$ cat src/rtl/sts_pkg.sv
package sts_pkg;

   // field widths fixed by the stream and register formats
   localparam int ANGLE_W    = 24;
   localparam int SINE_W     = 18;
   localparam int TERMS_W    = 5;
   localparam int THRESH_W   = 16;
   localparam int REQ_DATA_W = 24;
   localparam int RSP_DATA_W = 24;
   localparam int CSR_DATA_W = 32;
   localparam int CSR_ADDR_W = 3;

   localparam int MAX_TERMS_DEFAULT = 12;

   // register index codes (byte address / 4)
   localparam logic [0:0] CSR_IDX_TERM_THRESHOLD = 1'b0;

   // range reduction: pi and 2*pi in Q16, applied in powers of two of 2*pi
   localparam int REDUCE_STEPS = 5;
   localparam int RED_K_W      = 3;
   localparam int RED_W        = 26;
   localparam logic signed [RED_W-1:0] PI_Q16     = 26'sd205887;
   localparam logic signed [RED_W-1:0] TWO_PI_Q16 = 26'sd411775;

   // datapath widths
   localparam int ABS_W   = 18;   // |x| after reduction, up to pi in Q16
   localparam int MAG_W   = 31;   // term magnitude in Q28
   localparam int X2_W    = 32;   // x*x in Q28
   localparam int PROD_W  = 64;   // mag*x2 plus rounding offset
   localparam int QRAW_W  = 34;   // rounded product over 2^28
   localparam int DIV_W   = 11;   // (2n)(2n+1)
   localparam int RECIP_W = 32;   // ceil(2^34 / D)
   localparam int EST_W   = 32;
   localparam int SUM_W   = 34;   // running sum in Q28, signed
   localparam int RECIP_SHIFT = 34;
   localparam int ROUND_Q16   = 2048;
   localparam int ONE_Q16     = 65536;

   localparam logic [63:0] RECIP_ONE = 64'd1 << RECIP_SHIFT;

   // series divisor (2n)(2n+1), indexed by term count n
   localparam logic [DIV_W-1:0] DIV_TABLE [32] = '{
      1: 11'd6,    2: 11'd20,   3: 11'd42,   4: 11'd72,   5: 11'd110,
      6: 11'd156,  7: 11'd210,  8: 11'd272,  9: 11'd342,  10: 11'd420,
      11: 11'd506, 12: 11'd600, 13: 11'd702, 14: 11'd812, 15: 11'd930,
      16: 11'd1056, 17: 11'd1190, 18: 11'd1332, 19: 11'd1482,
      default: '0
   };

   // ceiling reciprocal of the divisor, scaled by 2^34
   localparam logic [RECIP_W-1:0] RECIP_TABLE [32] = '{
      1:  RECIP_W'((RECIP_ONE + 64'd5)    / 64'd6),
      2:  RECIP_W'((RECIP_ONE + 64'd19)   / 64'd20),
      3:  RECIP_W'((RECIP_ONE + 64'd41)   / 64'd42),
      4:  RECIP_W'((RECIP_ONE + 64'd71)   / 64'd72),
      5:  RECIP_W'((RECIP_ONE + 64'd109)  / 64'd110),
      6:  RECIP_W'((RECIP_ONE + 64'd155)  / 64'd156),
      7:  RECIP_W'((RECIP_ONE + 64'd209)  / 64'd210),
      8:  RECIP_W'((RECIP_ONE + 64'd271)  / 64'd272),
      9:  RECIP_W'((RECIP_ONE + 64'd341)  / 64'd342),
      10: RECIP_W'((RECIP_ONE + 64'd419)  / 64'd420),
      11: RECIP_W'((RECIP_ONE + 64'd505)  / 64'd506),
      12: RECIP_W'((RECIP_ONE + 64'd599)  / 64'd600),
      13: RECIP_W'((RECIP_ONE + 64'd701)  / 64'd702),
      14: RECIP_W'((RECIP_ONE + 64'd811)  / 64'd812),
      15: RECIP_W'((RECIP_ONE + 64'd929)  / 64'd930),
      16: RECIP_W'((RECIP_ONE + 64'd1055) / 64'd1056),
      17: RECIP_W'((RECIP_ONE + 64'd1189) / 64'd1190),
      18: RECIP_W'((RECIP_ONE + 64'd1331) / 64'd1332),
      19: RECIP_W'((RECIP_ONE + 64'd1481) / 64'd1482),
      default: '0
   };

   typedef enum logic [2:0] {
      ST_IDLE,
      ST_REDUCE,
      ST_INIT,
      ST_MUL,
      ST_REC,
      ST_FIX,
      ST_DONE
   } sts_state_type;

   // controller to datapath
   typedef struct packed {
      logic load;
      logic red_step;
      logic init;
      logic mul;
      logic rec;
      logic fix;
      logic out_load;
   } sts_cmd_type;

   // datapath to controller
   typedef struct packed {
      logic red_last;
      logic more;
   } sts_status_type;

endpackage

$ cat src/rtl/sts_csr.sv
module sts_csr (
   input  logic                             clock,
   input  logic                             reset,
   input  logic                             csr_psel,
   input  logic                             csr_penable,
   input  logic                             csr_pwrite,
   input  logic [sts_pkg::CSR_ADDR_W-1:0]   csr_paddr,
   input  logic [sts_pkg::CSR_DATA_W-1:0]   csr_pwdata,
   output logic [sts_pkg::CSR_DATA_W-1:0]   csr_prdata,
   output logic                             csr_pready,
   output logic [sts_pkg::THRESH_W-1:0]     term_threshold
);

   logic [sts_pkg::THRESH_W-1:0] thresh_ff;
   logic [sts_pkg::THRESH_W-1:0] thresh_in;
   logic                         hit;

   assign hit        = (csr_paddr[2] == sts_pkg::CSR_IDX_TERM_THRESHOLD);
   assign csr_pready = 1'b1;

   // write on the access phase
   always_comb begin
      thresh_in = thresh_ff;
      if (csr_psel && csr_penable && csr_pwrite && hit) begin
         thresh_in = csr_pwdata[sts_pkg::THRESH_W-1:0];
      end
   end

   always_ff @(posedge clock) begin
      if (reset) begin
         thresh_ff <= '0;
      end else begin
         thresh_ff <= thresh_in;
      end
   end

   // read back
   always_comb begin
      csr_prdata = '0;
      unique case (csr_paddr[2])
         sts_pkg::CSR_IDX_TERM_THRESHOLD: begin
            csr_prdata = {{(sts_pkg::CSR_DATA_W-sts_pkg::THRESH_W){1'b0}}, thresh_ff};
         end
         default: begin
            csr_prdata = '0;
         end
      endcase
   end

   assign term_threshold = thresh_ff;

endmodule

$ cat config.mk
export PLATFORM = sky130hd
export DESIGN_NAME = sts_csr
export DESIGN_NICKNAME = d
export VERILOG_FILES = /design/src/rtl/sts_pkg.sv /design/src/rtl/sts_csr.sv
export SDC_FILE = /design/constraint.sdc
export NUM_CORES = 1
export LEC_CHECK = 0
export ABC_AREA = 1
export BUFFER_PORTS_ARGS = -buffer_cell sky130_fd_sc_hd__buf_2
export CORE_ASPECT_RATIO = 1.2
export CORE_MARGIN = 4
export CORE_UTILIZATION = 34
export CTS_CLUSTER_SIZE = 10
export DETAILED_ROUTE_END_ITERATION = 6
export PLACE_DENSITY_LB_ADDON = 0.25
export SLEW_MARGIN = 0
export SYNTH_ARGS = -nofsm -noshare
export SYNTH_HDL_FRONTEND = slang
export SYNTH_SLANG_ARGS = --single-unit
export TNS_END_PERCENT = 100
$ cat constraint.sdc
create_clock -name clock -period 0.8 [get_ports clock]
set_input_delay 0.04 -clock clock [delete_from_list [all_inputs] [get_ports clock]]
set_output_delay 0.04 -clock clock [all_outputs]
set_load 0.05 [all_outputs]
==> summary by stage, run 1 <==
Clock tree
TritonCTS built the clock tree. The H-tree depth is 1. The tree is rooted in a sky130_fd_sc_hd__clkbuf_4. The clock latency on the worst-skew pair is 0.28 ns. The count of hold buffers inserted by post-cts repair is 0. The largest buffer count on any clock path is 2.

The number of buffers inserted during clock tree synthesis is 3. After clock tree synthesis, the clock-pin slew on the worst setup and hold paths is 0.10 ns. The total clock sinks is 16.

Placed design
The count of buffers from port buffering is 53. Detailed placement finished with a half-perimeter wire length of 1.95 mm. Routability-driven placement finished with a final weighted congestion of slightly above 0.7. In this run, placement finished with an instance count of 249. The pre-CTS worst setup slack is -0.0495 ns.

Floorplan
Once the floorplan was initialized, standard cells occupied 35.2% of the core. The vertical die dimension is ~69 um. The overall die area is around 4100 um^2. The placeable core area is 3030 um^2. In this run the count of I/O pins placed on the die edge is 89. Measured along the x axis, the die boundary spans 59.1 um. The standard-cell row count is 22.

Logic synthesis
The post-synthesis async set-or-reset flop share is 0%. The share of synthesized area in the top cell type comes to 30.0%. Multiplexer cells account for 0% of the synthesized area.

The largest area contributor in the synthesized netlist is sky130_fd_sc_hd__dfxtp_1. The synthesized netlist devotes 0% of its cell area to compound gates. sky130_fd_sc_hd__inv_1 is the most common cell in the netlist.

The sequential fraction of the synthesis area is between 30 and 40%. The synthesized netlist devotes 39.3% of its cell area to simple gates. The synthesized area per cell is approximately 6.6 um^2. In the synthesized netlist, the cells that appear most often are 34 x sky130_fd_sc_hd__inv_1, 28 x sky130_fd_sc_hd__nor2_1, 20 x sky130_fd_sc_hd__nor2_2. The combined area of all synthesized cells is approximately 1100 um^2. The distinct cell type count of the synthesized netlist is 18.

By area the synthesized netlist is led by sky130_fd_sc_hd__dfxtp_1 30%, sky130_fd_sc_hd__buf_4 12%, sky130_fd_sc_hd__inv_1 12%. The primary flip-flop cell chosen by synthesis mapping is sky130_fd_sc_hd__dfxtp_1. The number of enable flip-flop cells after synthesis is 0. The dominant combinational cell family by area after synthesis is simple AND/OR/NAND/NOR gates. The register bit total from synthesis is 16. The total number of yosys warnings is 0. Of the total synthesized cell area, the portion taken by full adders, half adders and majority gates is 0%. The number of instances in the synthesized netlist is 161. After Yosys synthesis, XOR and XNOR cells account for 0% of the synthesized area.

Global routing
Global routing used about 14% of the available tracks. Global routing finished with a remaining overflow of 0. The number of global-route vias before repair is approximately 1000. The maximum number of pins on one net before global-route repair is 17. The number of antenna violations at the first check in global routing is 0. The first global-routing pass estimated 4.45 mm of wire.

Power and ir drop
Of the total power, the share spent switching nets is 40.1%. The internal power of the cells totals 1.28 mW. Across the VDD grid, the largest voltage drop is 0.571 mV. The clock network burns 20.4% of the power. The overall power after layout is 2.13 mW. Summed over all nets, the switching power comes to 855 uW. The sequential cell fraction of total power is 38.7%. Summed over all cells, the static leakage comes to 0.987 nW. The power per cell area is 1040 nW/um^2. Of the total power, combinational logic draws ~41%.

Drt
For this block, the via count after detailed routing is 1098. In this run the remaining antenna-violating nets after routing total 0. The starting DRC count in detailed routing is 26.

For this run, the detailed router's first-pass iteration total came to 4. The count of unresolved DRC violations after routing is 0. Using the TritonRoute via totals, the vias-per-cell ratio works out to 4.04.

The routed wirelength normalized by instance count is 10.8 um. The aggregate routed wire length is between 2 and 3 mm.

STA
The count of final hold-check violations is 0. The clock skew after layout is 0 ns. In the finished design, the share of the clock period the worst path needs comes to 123%.

The worst hold margin is around 0.063 ns. The worst path in the final design needs a cycle of 0.986 ns, including I/O delays and setup. The final count of negative-setup-slack endpoints is 32. Setup repair after global routing could not meet its margin everywhere. The final count of pins violating max slew is 0. Derived from the worst setup path, the maximum achievable clock frequency is 1010 MHz. The slack of the critical path is -0.186 ns. The sum of negative setup slack is -4.34 ns.

Finish
The number of flip-flops under the largest register name is 16. For this run, the number of standard cells in the final layout without fillers is 272. In the final design database the tool counted 277 nets. 0 antenna diodes ended up in the layout. Fill cells in the final layout number 243. The fraction of layout instances using a drive strength above 1 is 66.1%.

Compared with the post-synthesis result, the final layout area differs by 91.3%.

Outcome
The flow ran to the end, but the final reports show violations. The final reports fail on setup timing.

Min path
The min-delay analysis places its worst path in the category input port to flop. Counting instances, the worst hold path has a depth of 5.

Worst setup path
The largest driver fanout on the critical path is 3. The number of cells on the worst reg-to-reg path is 4. STA classifies the critical path startpoint as a flop. STA puts the critical path data required time at approximately 0.76 ns. The data arrival time of the critical path is 0.95 ns. The critical path endpoint category is an output port. By startpoint and endpoint, the worst setup path is classified as flop to output port.

Flow run
Max-cap violations in this run came to 0.
## layer usage
layer	share of wire (%)	track usage, %
met1	36	16.3
met2	56	24.4
met3	7.6	1.86
met4	0.68	5.29
met5	0	0
## area by class of cell
type	count	area (um^2)	share of cell area (%)
timing repair buffer	79	836	40.9
clock inverter	1	3.75	0.184
clock buffer	3	22.5	1.10
inverter	36	146	7.17
multi-input combinational	101	608	29.8
sequential	16	380	18.6
tap	36	45.0	2.21
## stage by stage
stage	instance area, um^2	utilization, %
6_report	2040	67.4
5_1_grt	2040	67.4
4_1_cts	1870	61.7
3_5_place_dp	1550	51.0
3_3_place_gp	1550	51.0
2_1_floorplan	1310	-
## layout by cell type (no fill, tap or decap), drive strengths merged
master / count
clkinv: 2
nand3: 16
conb: 17
nand2: 18
inv: 35
clkbuf: 3
buf: 79
dfxtp: 16
nor2: 50
## worst max-delay path, cell delays in order (launching register included)
cell	delay, ns
sky130_fd_sc_hd__dfxtp_4	0.38
sky130_fd_sc_hd__inv_4	0.04
sky130_fd_sc_hd__nor2_4	0.09
sky130_fd_sc_hd__buf_8	0.15
## final timing paths
path / start / end / slack (ns)
worst max-delay path: term_threshold[11]$_SDFFE_PP0P_ / csr_prdata[11] / -0.19
worst max register to register: term_threshold[7]$_SDFFE_PP0P_ / term_threshold[7]$_SDFFE_PP0P_ / 0.02
worst min-delay path: csr_pwdata[3] / term_threshold[3]$_SDFFE_PP0P_ / 0.06
worst min register to register: term_threshold[15]$_SDFFE_PP0P_ / term_threshold[15]$_SDFFE_PP0P_ / 0.51
## kinds of logic (layout without fill, tap and decap cells)
group | count (synthesis) | count (layout)
other | 2 | 17
and+or+nand+nor | 84 | 84
buffers and inverters | 59 | 119
DFF | 16 | 16
## power by group through the flow
stage,Combinational [mW],Sequential [mW],Clock [mW]
after global routing,0.925,0.829,0.489
after global placement,0.720,0.837,0
after CTS,0.815,0.821,0.451
final,0.874,0.825,0.434
after floorplan,0.535,0.934,0
after detailed placement,0.724,0.837,0
## what timing repair did
| action | CTS | global route |
|---|---|---|
| pin swaps | 8 | 10 |
| setup endpoints to repair | 32 | 32 |
| cloned | 0 | 0 |
| gates resized for setup | 68 | 31 |
| buffers inserted | 11 | 8 |
No activity file was read; power rests on OpenSTA's default activity.
==> inputs of run 2 (changes only) <==
--- a/config.mk
+++ b/config.mk
@@ -13,6 +13,8 @@
 export CTS_CLUSTER_SIZE = 10
 export DETAILED_ROUTE_END_ITERATION = 6
 export PLACE_DENSITY_LB_ADDON = 0.25
+export REMOVE_ABC_BUFFERS = 1
+export SETUP_SLACK_MARGIN = 0.2
 export SLEW_MARGIN = 0
 export SYNTH_ARGS = -nofsm -noshare
 export SYNTH_HDL_FRONTEND = slang
==> run 2 against run 1 <==
Against the previous run:
- the flow still finishes with violations (setup timing)
- global-route usage shrank 0.52 points
- first-iteration DRC count decreased by 54%
- sequential power increased by 2%
- cell count up 1.1%
- clock skew unchanged
- clock-buffer cell count is 1 higher
- critical path depth did not move
- total power rose by 5.9%
- die area unchanged
- design area decreased by 1.1%
- critical path type unchanged
- critical endpoint is now csr_prdata[15]
==> summary by stage, run 2 (same netlist as run 1, synthesis figures left out) <==
Power and ir drop
The total leakage power is 1.01 nW. In this run, the clock network consumes 23.9% of the power. Of the total power, the share spent switching nets is 38.0%. The worst-case IR drop observed on VDD is 0.929 mV. Per report_power, the sequential group accounts for 37.3% of the total.

The cell-internal power is 1.40 mW. Power comes to ~2.3 mW. Summed over all nets, the switching power comes to 858 uW. The power per cell area is 1120 nW/um^2. Combinational logic is responsible for 38.8% of the overall power.

STA
The count of final hold-check violations is 0. For the final database, setup skew stands at 0 ns. The final count of pins violating max slew was 0.

Based on the critical path, the design can be clocked at up to 984 MHz. The worst path uses 127% of the clock period. For the final routed database, the setup TNS stands at -4.75 ns. Setup violations remaining at the end of the flow were counted as 33. The routed design could run at a clock period as short as 1.02 ns.

Once routing completed, OpenROAD measured the worst setup slack at -0.216 ns. Setup repair after global routing could not meet its margin everywhere.

Finish
The most frequent standard cell in the layout excluding fill and tap cells is sky130_fd_sc_hd__buf_6. The register with the most flip-flops in the layout has 16 of them. After the flow finishes, the layout carries non-filler instances totaling 275. The fraction of layout instances using a drive strength above 1 is 66.1%.

The library cells used most frequently in the layout, excluding fill and tap cells, are 34 x sky130_fd_sc_hd__buf_6, 26 x sky130_fd_sc_hd__nor2_2, 23 x sky130_fd_sc_hd__inv_1. The net count of the finished layout is 280. With fillers left out, the area of the finished cells amounts to 2020 um^2.

The count of antenna diodes in the layout is 0. Relative to the synthesized area, the layout overhead comes to 89.2%.

Floorplan
The starting density of the core is 35.2%. The overall die area is 4100 um^2. After floorplanning, the core was sized to cover 3030 um^2. Pin placement for this block handled 89 I/O pins. The width of the die is 59.1 um. Row generation in the floorplan step produced 22 rows.

The die is around 69 um tall.

Clock tree
The total clock sinks is 16. The later pin in the worst-skew pair is clocked with a latency of 0.28 ns. The master cell of the clock root buffer is sky130_fd_sc_hd__clkbuf_4. The TritonCTS clock tree is built.

The largest buffer count on any clock path is 2. Clock-pin slew was measured on the worst setup and hold paths at around 0.10 ns. The number of buffers inserted during clock tree synthesis is 3. The H-tree depth is 1.

Drt
After detailed routing, the average wire length per cell comes to 11.3 um. Across all layers, the routed design uses about 1100 vias. After detailed routing, the number of remaining DRC violations is 0. In this run the remaining antenna-violating nets after routing total 0. The per-cell via count in the routed design is a little over 4. The starting DRC count in detailed routing is 12.

The number of iterations in the first detailed-routing pass is 4. After detailed routing, the total wire length is 3.11 mm.

Placed design
Prior to clock tree synthesis, the placed netlist has a worst setup slack of -0.0547 ns. Once placement finished, the instance area stood at 1310 um^2. The weighted congestion at the end of routability-driven global placement is 0.683. Detailed placement finished with a half-perimeter wire length of 1.78 mm. Counting tap cells, the placed design contains a total of 246 instances. The count of buffers from port buffering is 53.

Worst setup path
The data arrival time of the critical path is 0.98 ns. Across all register-to-register paths, the minimum setup slack is -0.01 ns. The data required time of the critical path is 0.76 ns. The critical path in this run is classified as flop to output port. The source of the worst register-to-register timing path is term_threshold[15]$_SDFFE_PP0P_. The number of cells on the worst reg-to-reg path is 4. The type of origin of the critical path is a flop.

The worst setup path is captured at an output port. The largest driver fanout on the critical path is 3. In this run the critical register-to-register path is captured at term_threshold[15]$_SDFFE_PP0P_.

Flow run
The number of maximum-capacitance violations is 0.

Global routing
The remaining global-route overflow is 0. The global-route wire length before repair is roughly 4.4 mm. Entering global routing, the biggest net connects 17 pins. The number of antenna violations at the first check in global routing is 0. The number of global-route vias before repair is 936.

Global routing consumed, over all layers together, 13.3% of the routing resources.

Outcome
The run finished, with violations left. The final reports fail on setup timing.

Min path
The worst hold path cell count is 5. The path with the worst hold slack has its endpoint at term_threshold[10]$_SDFFE_PP0P_. The worst hold path begins at csr_pwdata[10]. The min-delay analysis places its worst path in the category input port to flop.
run 2: changes by cell type in the layout (fill, tap and decap cells not counted), sizes merged:
cell	before	now
buf	79	81
clkbuf	3	5
clkinv	2	1
run 2: stage by stage:
| stage | hold WS [ns] | util, % |
|---|---|---|
| after floorplan | 0.256 | - |
| after global placement | 0.353 | 43.1 |
| after detailed placement | 0.361 | 43.1 |
| after CTS | 0.0538 | 56.4 |
| after global routing | 0.0743 | 66.7 |
| final | 0.0579 | 66.7 |
run 2: per-layer routing:
metal | wire length, um | up-vias | GRT usage (%)
met5 | 0 | - | 0
met4 | 42 | 0 | 2.27
met1 | 1120 | 498 | 16.6
met2 | 1690 | 45 | 22.6
met3 | 258 | 4 | 3.72
li1 | - | 582 | -
run 2: area by class of cell:
type                    count  area [um^2]
inverters                  36          136
multi-input cells         101          596
flip-flops and latches     16          358
clock buffers               4         36.3
fillers                   262         1010
repair buffers             82          848
well taps                  36         45.0
run 2: power by group through the flow:
| stage | combinational, mW | clock (mW) | sequential (mW) |
|---|---|---|---|
| floorplan | 0.385 | 0 | 0.960 |
| global placement | 0.647 | 0 | 0.865 |
| detailed placement | 0.650 | 0 | 0.865 |
| CTS | 0.767 | 0.555 | 0.849 |
| global route | 0.930 | 0.589 | 0.847 |
| finish | 0.876 | 0.540 | 0.843 |
run 2: how the worst max path moves through the flow:
stage | from | to | slack [ns] | cells past startpoint
2_1_floorplan | term_threshold[0]$_SDFFE_PP0P_ | csr_prdata[0] | -0.62 | 2
3_3_place_gp | csr_paddr[2] | term_threshold[15]$_SDFFE_PP0P_ | -0.04 | 6
3_5_place_dp | csr_paddr[2] | term_threshold[15]$_SDFFE_PP0P_ | -0.05 | 6
4_1_cts | term_threshold[5]$_SDFFE_PP0P_ | csr_prdata[5] | -0.21 | 3
5_1_grt | term_threshold[15]$_SDFFE_PP0P_ | csr_prdata[15] | -0.25 | 3
6_report | term_threshold[15]$_SDFFE_PP0P_ | csr_prdata[15] | -0.22 | 3
run 2: timing repair:
action                     in CTS  in global routing
resized for setup              90                 71
gates cloned                    0                  0
setup endpoints to repair      34                 48
hold buffers                    0                  0
buffers inserted               14                 11
pin swaps                       6                 22
run 2: worst max-delay path: stages (launching register included):
cell                      delay [ns]
sky130_fd_sc_hd__dfxtp_4        0.38
sky130_fd_sc_hd__inv_2          0.05
sky130_fd_sc_hd__nor2_4         0.10
sky130_fd_sc_hd__buf_6          0.16
