## config.mk

```make
export PLATFORM = sky130hd
export DESIGN_NAME = sts_ctrl
export DESIGN_NICKNAME = d
export VERILOG_FILES = /design/src/rtl/sts_pkg.sv /design/src/rtl/sts_ctrl.sv
export SDC_FILE = /design/constraint.sdc
export NUM_CORES = 1
export LEC_CHECK = 0
export ABC_AREA = 0
export BUFFER_PORTS_ARGS = -buffer_cell sky130_fd_sc_hd__buf_4
export CAP_MARGIN = 20
export CORE_AREA = 2 2 39 41
export CTS_CLUSTER_DIAMETER = 30
export DETAILED_ROUTE_END_ITERATION = 10
export DIE_AREA = 0 0 41 43
export GPL_TIMING_DRIVEN = 0
export HOLD_SLACK_MARGIN = 0.15
export SYNTH_ARGS = -nofsm -noshare
export SYNTH_HDL_FRONTEND = slang
export SYNTH_SLANG_ARGS = --single-unit
```

## constraint.sdc

```tcl
create_clock -name clock -period 1.1 [get_ports clock]
set_input_delay 0.055 -clock clock [delete_from_list [all_inputs] [get_ports clock]]
set_output_delay 0.055 -clock clock [all_outputs]
set_load 0.02 [all_outputs]
```

## src/rtl/sts_pkg.sv

```systemverilog
package sts_pkg;

   // field widths fixed by the stream and register formats
   localparam int ANGLE_W    = 24;
   localparam int SINE_W     = 18;
   localparam int TERMS_W    = 5;
   localparam int THRESH_W   = 16;
   localparam int REQ_DATA_W = 24;
   localparam int RSP_DATA_W = 24;
   localparam int CSR_DATA_W = 32;
   localparam int CSR_ADDR_W = 3;

   localparam int MAX_TERMS_DEFAULT = 12;

   // register index codes (byte address / 4)
   localparam logic [0:0] CSR_IDX_TERM_THRESHOLD = 1'b0;

   // range reduction: pi and 2*pi in Q16, applied in powers of two of 2*pi
   localparam int REDUCE_STEPS = 5;
   localparam int RED_K_W      = 3;
   localparam int RED_W        = 26;
   localparam logic signed [RED_W-1:0] PI_Q16     = 26'sd205887;
   localparam logic signed [RED_W-1:0] TWO_PI_Q16 = 26'sd411775;

   // datapath widths
   localparam int ABS_W   = 18;   // |x| after reduction, up to pi in Q16
   localparam int MAG_W   = 31;   // term magnitude in Q28
   localparam int X2_W    = 32;   // x*x in Q28
   localparam int PROD_W  = 64;   // mag*x2 plus rounding offset
   localparam int QRAW_W  = 34;   // rounded product over 2^28
   localparam int DIV_W   = 11;   // (2n)(2n+1)
   localparam int RECIP_W = 32;   // ceil(2^34 / D)
   localparam int EST_W   = 32;
   localparam int SUM_W   = 34;   // running sum in Q28, signed
   localparam int RECIP_SHIFT = 34;
   localparam int ROUND_Q16   = 2048;
   localparam int ONE_Q16     = 65536;

   localparam logic [63:0] RECIP_ONE = 64'd1 << RECIP_SHIFT;

   // series divisor (2n)(2n+1), indexed by term count n
   localparam logic [DIV_W-1:0] DIV_TABLE [32] = '{
      1: 11'd6,    2: 11'd20,   3: 11'd42,   4: 11'd72,   5: 11'd110,
      6: 11'd156,  7: 11'd210,  8: 11'd272,  9: 11'd342,  10: 11'd420,
      11: 11'd506, 12: 11'd600, 13: 11'd702, 14: 11'd812, 15: 11'd930,
      16: 11'd1056, 17: 11'd1190, 18: 11'd1332, 19: 11'd1482,
      default: '0
   };

   // ceiling reciprocal of the divisor, scaled by 2^34
   localparam logic [RECIP_W-1:0] RECIP_TABLE [32] = '{
      1:  RECIP_W'((RECIP_ONE + 64'd5)    / 64'd6),
      2:  RECIP_W'((RECIP_ONE + 64'd19)   / 64'd20),
      3:  RECIP_W'((RECIP_ONE + 64'd41)   / 64'd42),
      4:  RECIP_W'((RECIP_ONE + 64'd71)   / 64'd72),
      5:  RECIP_W'((RECIP_ONE + 64'd109)  / 64'd110),
      6:  RECIP_W'((RECIP_ONE + 64'd155)  / 64'd156),
      7:  RECIP_W'((RECIP_ONE + 64'd209)  / 64'd210),
      8:  RECIP_W'((RECIP_ONE + 64'd271)  / 64'd272),
      9:  RECIP_W'((RECIP_ONE + 64'd341)  / 64'd342),
      10: RECIP_W'((RECIP_ONE + 64'd419)  / 64'd420),
      11: RECIP_W'((RECIP_ONE + 64'd505)  / 64'd506),
      12: RECIP_W'((RECIP_ONE + 64'd599)  / 64'd600),
      13: RECIP_W'((RECIP_ONE + 64'd701)  / 64'd702),
      14: RECIP_W'((RECIP_ONE + 64'd811)  / 64'd812),
      15: RECIP_W'((RECIP_ONE + 64'd929)  / 64'd930),
      16: RECIP_W'((RECIP_ONE + 64'd1055) / 64'd1056),
      17: RECIP_W'((RECIP_ONE + 64'd1189) / 64'd1190),
      18: RECIP_W'((RECIP_ONE + 64'd1331) / 64'd1332),
      19: RECIP_W'((RECIP_ONE + 64'd1481) / 64'd1482),
      default: '0
   };

   typedef enum logic [2:0] {
      ST_IDLE,
      ST_REDUCE,
      ST_INIT,
      ST_MUL,
      ST_REC,
      ST_FIX,
      ST_DONE
   } sts_state_type;

   // controller to datapath
   typedef struct packed {
      logic load;
      logic red_step;
      logic init;
      logic mul;
      logic rec;
      logic fix;
      logic out_load;
   } sts_cmd_type;

   // datapath to controller
   typedef struct packed {
      logic red_last;
      logic more;
   } sts_status_type;

endpackage

```

## src/rtl/sts_ctrl.sv

```systemverilog
module sts_ctrl (
   input  logic                    clock,
   input  logic                    reset,
   input  logic                    req_tvalid,
   output logic                    req_tready,
   output logic                    rsp_tvalid,
   input  logic                    rsp_tready,
   input  sts_pkg::sts_status_type status,
   output sts_pkg::sts_cmd_type    cmd
);

   sts_pkg::sts_state_type state_ff;
   sts_pkg::sts_state_type state_in;
   logic                   rsp_valid_ff;
   logic                   rsp_valid_in;
   logic                   out_free;

   // result register can take a new beat
   assign out_free = !rsp_valid_ff || rsp_tready;

   // next state
   always_comb begin
      state_in = state_ff;
      unique case (state_ff)
         sts_pkg::ST_IDLE: begin
            if (req_tvalid) state_in = sts_pkg::ST_REDUCE;
         end
         sts_pkg::ST_REDUCE: begin
            if (status.red_last) state_in = sts_pkg::ST_INIT;
         end
         sts_pkg::ST_INIT: begin
            state_in = sts_pkg::ST_MUL;
         end
         sts_pkg::ST_MUL: begin
            state_in = status.more ? sts_pkg::ST_REC : sts_pkg::ST_DONE;
         end
         sts_pkg::ST_REC: begin
            state_in = sts_pkg::ST_FIX;
         end
         sts_pkg::ST_FIX: begin
            state_in = sts_pkg::ST_MUL;
         end
         sts_pkg::ST_DONE: begin
            if (out_free) state_in = sts_pkg::ST_IDLE;
         end
         default: begin
            state_in = sts_pkg::ST_IDLE;
         end
      endcase
   end

   // commands
   always_comb begin
      cmd        = '0;
      req_tready = 1'b0;
      unique case (state_ff)
         sts_pkg::ST_IDLE: begin
            req_tready = 1'b1;
            cmd.load   = req_tvalid;
         end
         sts_pkg::ST_REDUCE: begin
            cmd.red_step = 1'b1;
         end
         sts_pkg::ST_INIT: begin
            cmd.init = 1'b1;
         end
         sts_pkg::ST_MUL: begin
            cmd.mul = 1'b1;
         end
         sts_pkg::ST_REC: begin
            cmd.rec = 1'b1;
         end
         sts_pkg::ST_FIX: begin
            cmd.fix = 1'b1;
         end
         sts_pkg::ST_DONE: begin
            cmd.out_load = out_free;
         end
         default: begin
            cmd = '0;
         end
      endcase
   end

   // result beat flag
   always_comb begin
      rsp_valid_in = rsp_valid_ff;
      if (cmd.out_load) begin
         rsp_valid_in = 1'b1;
      end else if (rsp_tready) begin
         rsp_valid_in = 1'b0;
      end
   end

   always_ff @(posedge clock) begin
      if (reset) begin
         state_ff     <= sts_pkg::ST_IDLE;
         rsp_valid_ff <= 1'b0;
      end else begin
         state_ff     <= state_in;
         rsp_valid_ff <= rsp_valid_in;
      end
   end

   assign rsp_tvalid = rsp_valid_ff;

endmodule

```

==> run metrics, run 1 <==
Worst Path Max Fanout=8; most frequent CP cell=buf_6; H-tree depth=1; Crit. End Element=primary output; IO Count=15; GRT Resource Usage Total=0.123; synth-to-layout area growth=94.6%; dpl cell area=approximately 430 um^2; min Tclk post-route=about 1.2 ns; final instance area=just under 600 um^2; # DRC=0; initial antenna violation count=0; number of global-route vias before repair=323; Reg area=83.8 um^2; Chip Width=between 40 and 50 um; first-pass GRT wire length=1.39 mm; Rel. slew slack=0.866; slowest stage delay, CP=around 0.31 ns; initial detailed-routing violation count=10; Filler cells=142; RSZ-0062 raised after global routing=yes; clock-pin transition on the worst setup and hold timing paths=around 0.04 ns; initial core utilization=0.218; drt pass-1 iters=4; IO buf count=14; multi-input logic area=181 um^2; die height=43 um; cts bufs inserted=3; WL final=875 um; Startpoint Class=flip-flop; Unique masters post-synth=23; Hold Vio Cnt, Final=0; sequential area share after synthesis=0.266; Max IR drop VDD=0.000586 V; GPL Wtd Cong=0.679; CP Cell Sequence=buf_6 > nor3_4 > and2_4 > buf_6; worst path arrival time=1.12 ns; slowest CP cell=dfxtp_2; Die ar.=0.00176 mm^2; Lkg Pwr=0.000279 uW; mean post-synth cell area=8.62 um^2; dpl hpwl=474 um; Vias/cell=4.40; fmax=between 0.8 and 0.9 GHz; total grt overflow=0; Yosys Warn Count=0; layout cells sized above 1=0.672; Max Cap Violations=0; final setup margin=-0.0731 ns; period utilization=1.07; Clock Sinks=4; Mapped Area=302 um^2; WP data required=1.04 ns; diodes inserted=0; pwr/cell area=985 mW/mm^2; clk root buf=clkbuf_4; final setup violating endpoints=7; critical path type=reg -> out; Clock Path Buffers=2; syn_nets=41; hold_ws=0.302 ns; setup_tns=-0.271 ns; Final #Nets=72; total chip power=578 uW; via count=352; outcome=finished with violations; synthesized flop and latch total=4; hold crit path type=in -> reg; Final Skew=0.00633 ns; worst slew pin tran=0.200 ns; largest net degree at the start of global routing=10; Core Footprint=0.00138 mm^2; CTS tree=done; Synth Instances=35; Worst-Skew Late Latency=0.24 ns; failing checks=negative setup slack; Final Slew Violations=0; Antenna Nets Post-Route=0; drt wl/cell=10.9 um; site row count=14
[worst paths after layout]
check / to / from / slack, ns / cells after the start
min reg2reg: state_ff[1]$_SDFFE_PP0P_ / state_ff[1]$_SDFFE_PP0P_ / 0.64 / 3
max reg2reg: state_ff[0]$_SDFFE_PP0P_ / state_ff[0]$_SDFFE_PP0P_ / 0.01 / 6
min: state_ff[1]$_SDFFE_PP0P_ / rsp_tready / 0.30 / 4
max: cmd[6] / state_ff[0]$_SDFFE_PP0P_ / -0.07 / 4
[synth_stat cells]
cell type  instances  area share
buf_4              2       0.050
inv_2              1       0.012
and3_2             1       0.025
clkbuf_8           1       0.046
inv_1              1       0.012
o21ai_2            1       0.029
o21ai_0            2       0.033
dfxtp_1            4        0.27
o211ai_1           1       0.025
a21oi_2            1       0.029
nor3_4             1       0.054
nand3b_1           1       0.025
nor2b_4            1       0.046
a31oi_1            1       0.021
nor2_1             3       0.037
nand2_1            2       0.025
and2b_2            2       0.058
nor3_1             1       0.017
a21oi_1            3       0.050
and2_1             1       0.021
nand3_2            1       0.033
buf_6              1       0.037
nor3b_1            2       0.050
[repair_timing]
item                                    4_1_cts  5_1_grt
endpoints found under the setup margin        7        8
buffers inserted                              5        2
resized for setup                            10        4
pin swaps                                     1        2
cloned                                        2        0
endpoints found under the hold margin         4        0
hold buffers                                  4        0
[critical path: cells and delay by family (launching register included)]
kind	cells	cell delay, ns
buffers and inverters	2	0.23
DFF	1	0.31
and+or+nand+nor	2	0.34
[sequential cells by signal, summed over array words and instances, names as in the netlist]
signal and count:
state_ff 3, rsp_tvalid 1
[area by class of cell]
type	instances	share of cell area
clock buffer	3	0.0384
sequential	4	0.143
inverter	2	0.0213
multi-input combinational	25	0.309
buffer	3	0.0640
tap	16	0.0341
timing repair buffer	27	0.390
[power breakdown]
part / internal, uW / leakage [uW] / switching, uW
combinational: 132 / 0.000231 / 97.3
clock: 122 / 0.0000138 / 65.0
sequential: 155 / 0.0000338 / 5.67
total: 410 / 0.000279 / 168
[placed cells by master, fill, tap and decap left out]
cell type	Yosys	final
o21ai_0	2	2
a21oi_1	3	3
nor2_1	3	3
inv_1	1	1
nand2_1	2	2
a31oi_1	1	1
o211ai_1	1	1
buf_8	0	1
inv_6	0	1
dfxtp_1	4	1
clkbuf_4	0	4
a21oi_2	1	1
nor3b_2	0	1
nor3b_1	2	1
and2_4	0	1
dlygate4sd3_1	0	4
and3_2	1	1
nand3_2	1	1
nor3_1	1	1
dfxtp_2	0	3
nand3b_1	1	1
nor2b_4	1	1
nor3_4	1	1
o21ai_2	1	1
and2b_2	2	2
buf_4	2	16
buf_2	0	1
buf_6	1	7
[metrics by stage]
stage | cells | setup WS [ns] | util
floorplan | 35 | 0.0383 | -
global placement | 65 | 0.119 | 0.308
detailed placement | 65 | 0.110 | 0.308
CTS | 79 | -0.0863 | 0.411
global route | 80 | -0.138 | 0.424
finish | 80 | -0.0731 | 0.424
[routing by layer]
layer / routed length [um] / GRT usage / vias to the layer above
met3: 91 / 0.0785 / 0
met1: 379 / 0.148 / 158
met4: 0 / 0.0400 / 0
met5: 0 / 0 / -
met2: 404 / 0.172 / 15
li1: - / - / 179
[cells by family (layout without fill, tap and decap cells)]
logic type | count (synthesis) | in the layout | share of synthesized area
flip-flops | 4 | 4 | 0.266
buffers and inverters | 6 | 35 | 0.158
AO/OA/AOI/OAI | 9 | 9 | 0.187
AND/OR/NAND/NOR | 16 | 16 | 0.390
Power figures use the tool's default switching activity.
==> run 2: changes to the inputs <==
--- a/config.mk
+++ b/config.mk
@@ -14,6 +14,7 @@
 export DIE_AREA = 0 0 41 43
 export GPL_TIMING_DRIVEN = 0
 export HOLD_SLACK_MARGIN = 0.15
+export MAX_ROUTING_LAYER = met4
 export SYNTH_ARGS = -nofsm -noshare
 export SYNTH_HDL_FRONTEND = slang
 export SYNTH_SLANG_ARGS = --single-unit
==> run 2 against run 1 <==
The run still ends with negative setup slack left. First-iteration DRC count is 30% higher. Register-to-register slack barely moved. Sequential power barely moved. Clock power barely moved. Flip-flop and latch count unchanged. Count of clock-buffer cells in the layout stayed put. Non-clock buffer count unchanged. Combinational power is essentially flat. Hold slack is essentially flat. Fmax is 0.18% lower. Global-route usage grew 0.41 points. Die area unchanged. Critical path type unchanged. Critical endpoint unchanged. Largest cell class unchanged.
==> run metrics, run 2 (synthesis gave the netlist of run 1 again) <==
largest reg by FF count=state_ff; met3 Track Usage GR=0.0785; period utilization=1.07; total grt overflow=0; most frequent cells in the layout=buf_4 (16), buf_6 (7), clkbuf_4 (4), dlygate4sd3_1 (4); Worst Path Max Fanout=8; IO buf count=14; reg2reg start=state_ff[0]$_SDFFE_PP0P_; count of non-filler cells in the finished layout=80; initial antenna violation count=0; via count=350; Clk pwr share=0.324; first-pass GRT wire length=1.41 mm; drt wl/cell=around 11 um; diodes inserted=0; worst slew pin tran=~0.20 ns; IO Count=15; Max Cap Violations=0; die height=43 um; multi-input logic area=roughly 180 um^2; final setup violating endpoints=7; H-tree depth=1; CP Cell Sequence=buf_6 > nor3_4 > and2_4 > buf_6; commonest non-fill, non-tap cell in the layout=buf_4; fmax=0.851 GHz; Combinational Power Share=0.397; routing usage on met2=0.172; setup_tns=-0.306 ns; crit-path leading delay family=simple AND/OR/NAND/NOR gates; min Tclk post-route=between 1 and 1.5 ns; Sw Ratio=0.291; Final Skew=0.00552 ns; Cells after DPL=65; # DRC=0; CTS tree=done; pwr/cell area=985 mW/mm^2; synth-to-layout area growth=94.6%; Antenna Nets Post-Route=0; busiest grt layer=met2; Clock Path Buffers=2; drt pass-1 iters=4; initial detailed-routing violation count=13; Vias/cell=between 4 and 5; outcome=finished with violations; GRT Resource Usage Total=0.127; Startpoint Class=flip-flop; Final Slew Violations=0; failing checks=negative setup slack; Rel. slew slack=0.866; switching power total=between 150 and 200 uW; Die ar.=0.00176 mm^2; cts bufs inserted=3; number of global-route vias before repair=between 300 and 400; Hold Vio Cnt, Final=0; sequential share of power=0.279; hold wc startpoint=rsp_tready; met1 GRT Util=0.152; slowest stage delay, CP=around 0.31 ns; Int Pwr=roughly 400 uW; RSZ-0062 raised after global routing=yes; WL final=882 um; dpl hpwl=between 400 and 500 um; hold crit path type=in -> reg; Max IR drop VDD=0.000587 V; Buf/Inv on CP=2; dpl cell area=427 um^2; Final #Nets=72; clock-pin transition on the worst setup and hold timing paths=roughly 0.040 ns; site row count=14; GPL Wtd Cong=0.686; final instance area=587 um^2; Core Footprint=0.00138 mm^2; Place WS=0.110 ns; hold_ws=approximately 0.30 ns; clk root buf=clkbuf_4; layout cells sized above 1=0.672; critical path type=reg -> out; Clock Sinks=4; Filler cells=~140; max reg flops=3; Lkg Pwr=0.000279 uW; worst path arrival time=1.12 ns; WP data required=about 1.0 ns; slowest CP cell=dfxtp_2; final setup margin=-0.0752 ns; Crit. End Element=primary output; Reg area=83.8 um^2; Worst-Skew Late Latency=0.24 ns; largest net degree at the start of global routing=10; initial core utilization=0.218; Chip Width=41 um; Worst setup startpoint=state_ff[0]$_SDFFE_PP0P_; most frequent CP cell=buf_6
## run 2: worst reg2reg max path, cell delays in order, from the launching register on
cell	delay, ns
dfxtp_2	0.31
buf_6	0.13
buf_4	0.13
buf_4	0.13
nor2b_4	0.11
o21ai_2	0.10
a21oi_1	0.07
## run 2: what timing repair did
| action | 4_1_cts | 5_1_grt |
|---|---|---|
| gates resized for setup | 10 | 4 |
| pin swaps | 1 | 2 |
| hold buffers | 4 | 0 |
| setup endpoints to repair | 7 | 8 |
| buffers inserted | 5 | 2 |
| hold endpoints to repair | 4 | 0 |
| cloned | 2 | 0 |
## run 2: metal layers
layer | part of all wire | up-vias
met5 | 0 | -
met4 | 0 | 0
met3 | 0.099 | 0
met2 | 0.46 | 14
met1 | 0.44 | 158
li1 | - | 178
## run 2: stage by stage
| stage | utilization | total power, uW |
|---|---|---|
| detailed placement | 0.308 | 322 |
| global route | 0.424 | 616 |
| global placement | 0.308 | 321 |
| floorplan | - | 265 |
| CTS | 0.411 | 554 |
| finish | 0.424 | 578 |
## run 2: power by group through the flow
stage	clock, uW	sequential, uW	combinational, uW
floorplan	0	159	106
global route	205	163	249
global placement	0	160	161
CTS	191	161	202
detailed placement	0	160	162
finish	187	161	230
## run 2: cell type report
cell class	count	area share
clock buffer	3	0.0384
tap	16	0.0341
sequential	4	0.143
buffer	3	0.0640
timing repair buffer	27	0.390
inverter	2	0.0213
multi-input combinational	25	0.309
## run 2: path summary, 6_finish.rpt
check,end,slack [ns],cells after the start
worst max-delay path,cmd[6],-0.08,4
worst min-delay path,state_ff[1]$_SDFFE_PP0P_,0.30,4
worst max register to register,state_ff[0]$_SDFFE_PP0P_,0.01,6
worst min register to register,state_ff[1]$_SDFFE_PP0P_,0.64,3
==> run 3: changes to the inputs <==
--- a/config.mk
+++ b/config.mk
@@ -9,6 +9,7 @@
 export BUFFER_PORTS_ARGS = -buffer_cell sky130_fd_sc_hd__buf_4
 export CAP_MARGIN = 20
 export CORE_AREA = 2 2 39 41
+export CTS_BUF_LIST = sky130_fd_sc_hd__clkbuf_16
 export CTS_CLUSTER_DIAMETER = 30
 export DETAILED_ROUTE_END_ITERATION = 10
 export DIE_AREA = 0 0 41 43
==> run 3 against run 2 <==
The run still ends with negative setup slack left. Sequential power about the same. Sequential share of layout area decreased by 0.91 points. Combinational power decreased by 3%. Non-clock buffer count decreased by 1. Die area unchanged. Hold slack got worse by 0.14 ns. Critical path depth unchanged. Via count decreased by 1.7%. Global-route usage decreased by 0.93 points. Register-to-register slack about the same. Cell count decreased by 1.3%. Critical path type unchanged. Critical endpoint unchanged. Largest cell class unchanged. Highest routed layer is now met4.
==> run metrics, run 3 (synthesis gave the netlist of run 1 again) <==
outcome=finished with violations; failing checks=negative setup slack; Layout Utilization=0.453; sink of the worst hold path=state_ff[0]$_SDFFE_PP0P_; total chip power=941 uW; initial antenna violation count=0; hold_ws=0.158 ns; total grt overflow=0; most frequent cells in the layout=buf_4 (16), buf_6 (7); final setup violating endpoints=4; period utilization=1.05; Final #Nets=~70; die height=between 40 and 50 um; worst path arrival time=1.10 ns; most frequent CP cell=buf_6; GRT Resource Usage Total=0.117; slowest CP cell=dfxtp_2; Vias/cell=between 4 and 5; initial core utilization=0.218; Max Cap Violations=0; clock-pin transition on the worst setup and hold timing paths=roughly 0.03 ns; Final Skew=0.00215 ns; Final Slew Violations=0; synth-to-layout area growth=108%; Cells after DPL=65; hold crit path type=in -> reg; pwr/cell area=1500 mW/mm^2; dpl hpwl=474 um; drt wl/cell=between 10 and 15 um; Filler cells=145; Worst-Skew Late Latency=0.22 ns; IO Count=15; hold depth=4; Core Footprint=0.00138 mm^2; Hold Vio Cnt, Final=0; CTS tree=done; Lkg Pwr=0.000297 uW; number of global-route vias before repair=326; r2r setup slk=0.01 ns; Max IR drop VDD=around 0.0011 V; FF-to-FF path depth=6; clk root buf=clkbuf_16; Startpoint Class=flip-flop; via count=344; commonest non-fill, non-tap cell in the layout=buf_4; slowest stage delay, CP=0.31 ns; fmax=0.865 GHz; site row count=14; drt pass-1 iters=4; Antenna Nets Post-Route=0; cts bufs inserted=3; Rel. slew slack=0.894; Clock Path Buffers=2; setup_tns=-0.111 ns; Crit. End Element=primary output; largest net degree at the start of global routing=11; first-pass GRT wire length=~1.3 mm; # DRC=0; count of non-filler cells in the finished layout=79; RSZ-0062 raised after global routing=yes; WP data required=1.04 ns; H-tree depth=1; critical path type=reg -> out; WL final=814 um; reg2reg start=state_ff[0]$_SDFFE_PP0P_; final setup margin=-0.0563 ns; Die ar.=about 0.0018 mm^2; R2R Path End=state_ff[0]$_SDFFE_PP0P_; IO buf count=14; GPL Wtd Cong=0.686; initial detailed-routing violation count=3; Clock Sinks=4; Worst Path Max Fanout=8; worst slew pin tran=0.159 ns; diodes inserted=0; min Tclk post-route=1.16 ns; hold wc startpoint=status[1]; largest reg by FF count=state_ff; CP Cell Sequence=buf_6 > nor3_4 > and2_4 > buf_6; layout cells sized above 1=0.683; Chip Width=41 um; max reg flops=3
-- run 3: cell types whose count changed in the layout (fill, tap and decap cells not counted), sizes merged --
cell	change
dlygate4sd3	-1
-- run 3: worst max path at each step --
stage | from | to | slack (ns)
2_1_floorplan | state_ff[2]$_SDFFE_PP0P_ | cmd[2] | 0.04
3_3_place_gp | state_ff[0]$_SDFFE_PP0P_ | cmd[0] | 0.12
3_5_place_dp | state_ff[0]$_SDFFE_PP0P_ | cmd[0] | 0.11
4_1_cts | state_ff[0]$_SDFFE_PP0P_ | cmd[6] | -0.07
5_1_grt | state_ff[0]$_SDFFE_PP0P_ | cmd[6] | -0.11
6_report | state_ff[0]$_SDFFE_PP0P_ | cmd[6] | -0.06
-- run 3: what timing repair did --
item | in CTS | in global routing
gates resized for setup | 7 | 6
hold endpoints to repair | 4 | 0
hold buffers | 3 | 0
setup endpoints to repair | 7 | 8
buffers inserted | 3 | 4
pin swaps | 1 | 3
gates cloned | 1 | 1
-- run 3: power by group --
group	leakage [uW]	internal [uW]	switching, uW
combinational	0.000226	129	93.9
sequential	0.0000338	156	5.68
clock	0.0000370	464	92.4
-- run 3: metal layers --
| metal | GRT usage | vias up | routed length [um] |
|---|---|---|---|
| li1 | - | 178 | - |
| met1 | 0.132 | 146 | 349 |
| met2 | 0.163 | 18 | 369 |
| met3 | 0.0785 | 2 | 83 |
| met4 | 0.0400 | 0 | 11 |
| met5 | - | - | 0 |
-- run 3: area by class of cell --
type	count	area [um^2]	share of cell area
clock buffer	3	75.1	0.120
multi-input combinational	25	181	0.289
tap	16	20.0	0.0319
inverter	2	10.0	0.0160
sequential	4	83.8	0.134
timing repair buffer	26	219	0.349
buffer	3	37.5	0.0599
-- run 3: stage by stage --
stage | setup slack (ns) | cell area [um^2]
finish | -0.0563 | 627
global route | -0.111 | 627
CTS | -0.0682 | 582
detailed placement | 0.110 | 427
global placement | 0.119 | 427
floorplan | 0.0383 | 302
-- run 3: worst max-delay path, delay by kind of cell, from the launching register on --
family | cells | cell delay [ns]
flip-flops | 1 | 0.31
buffers and inverters | 2 | 0.23
AND/OR/NAND/NOR | 2 | 0.34
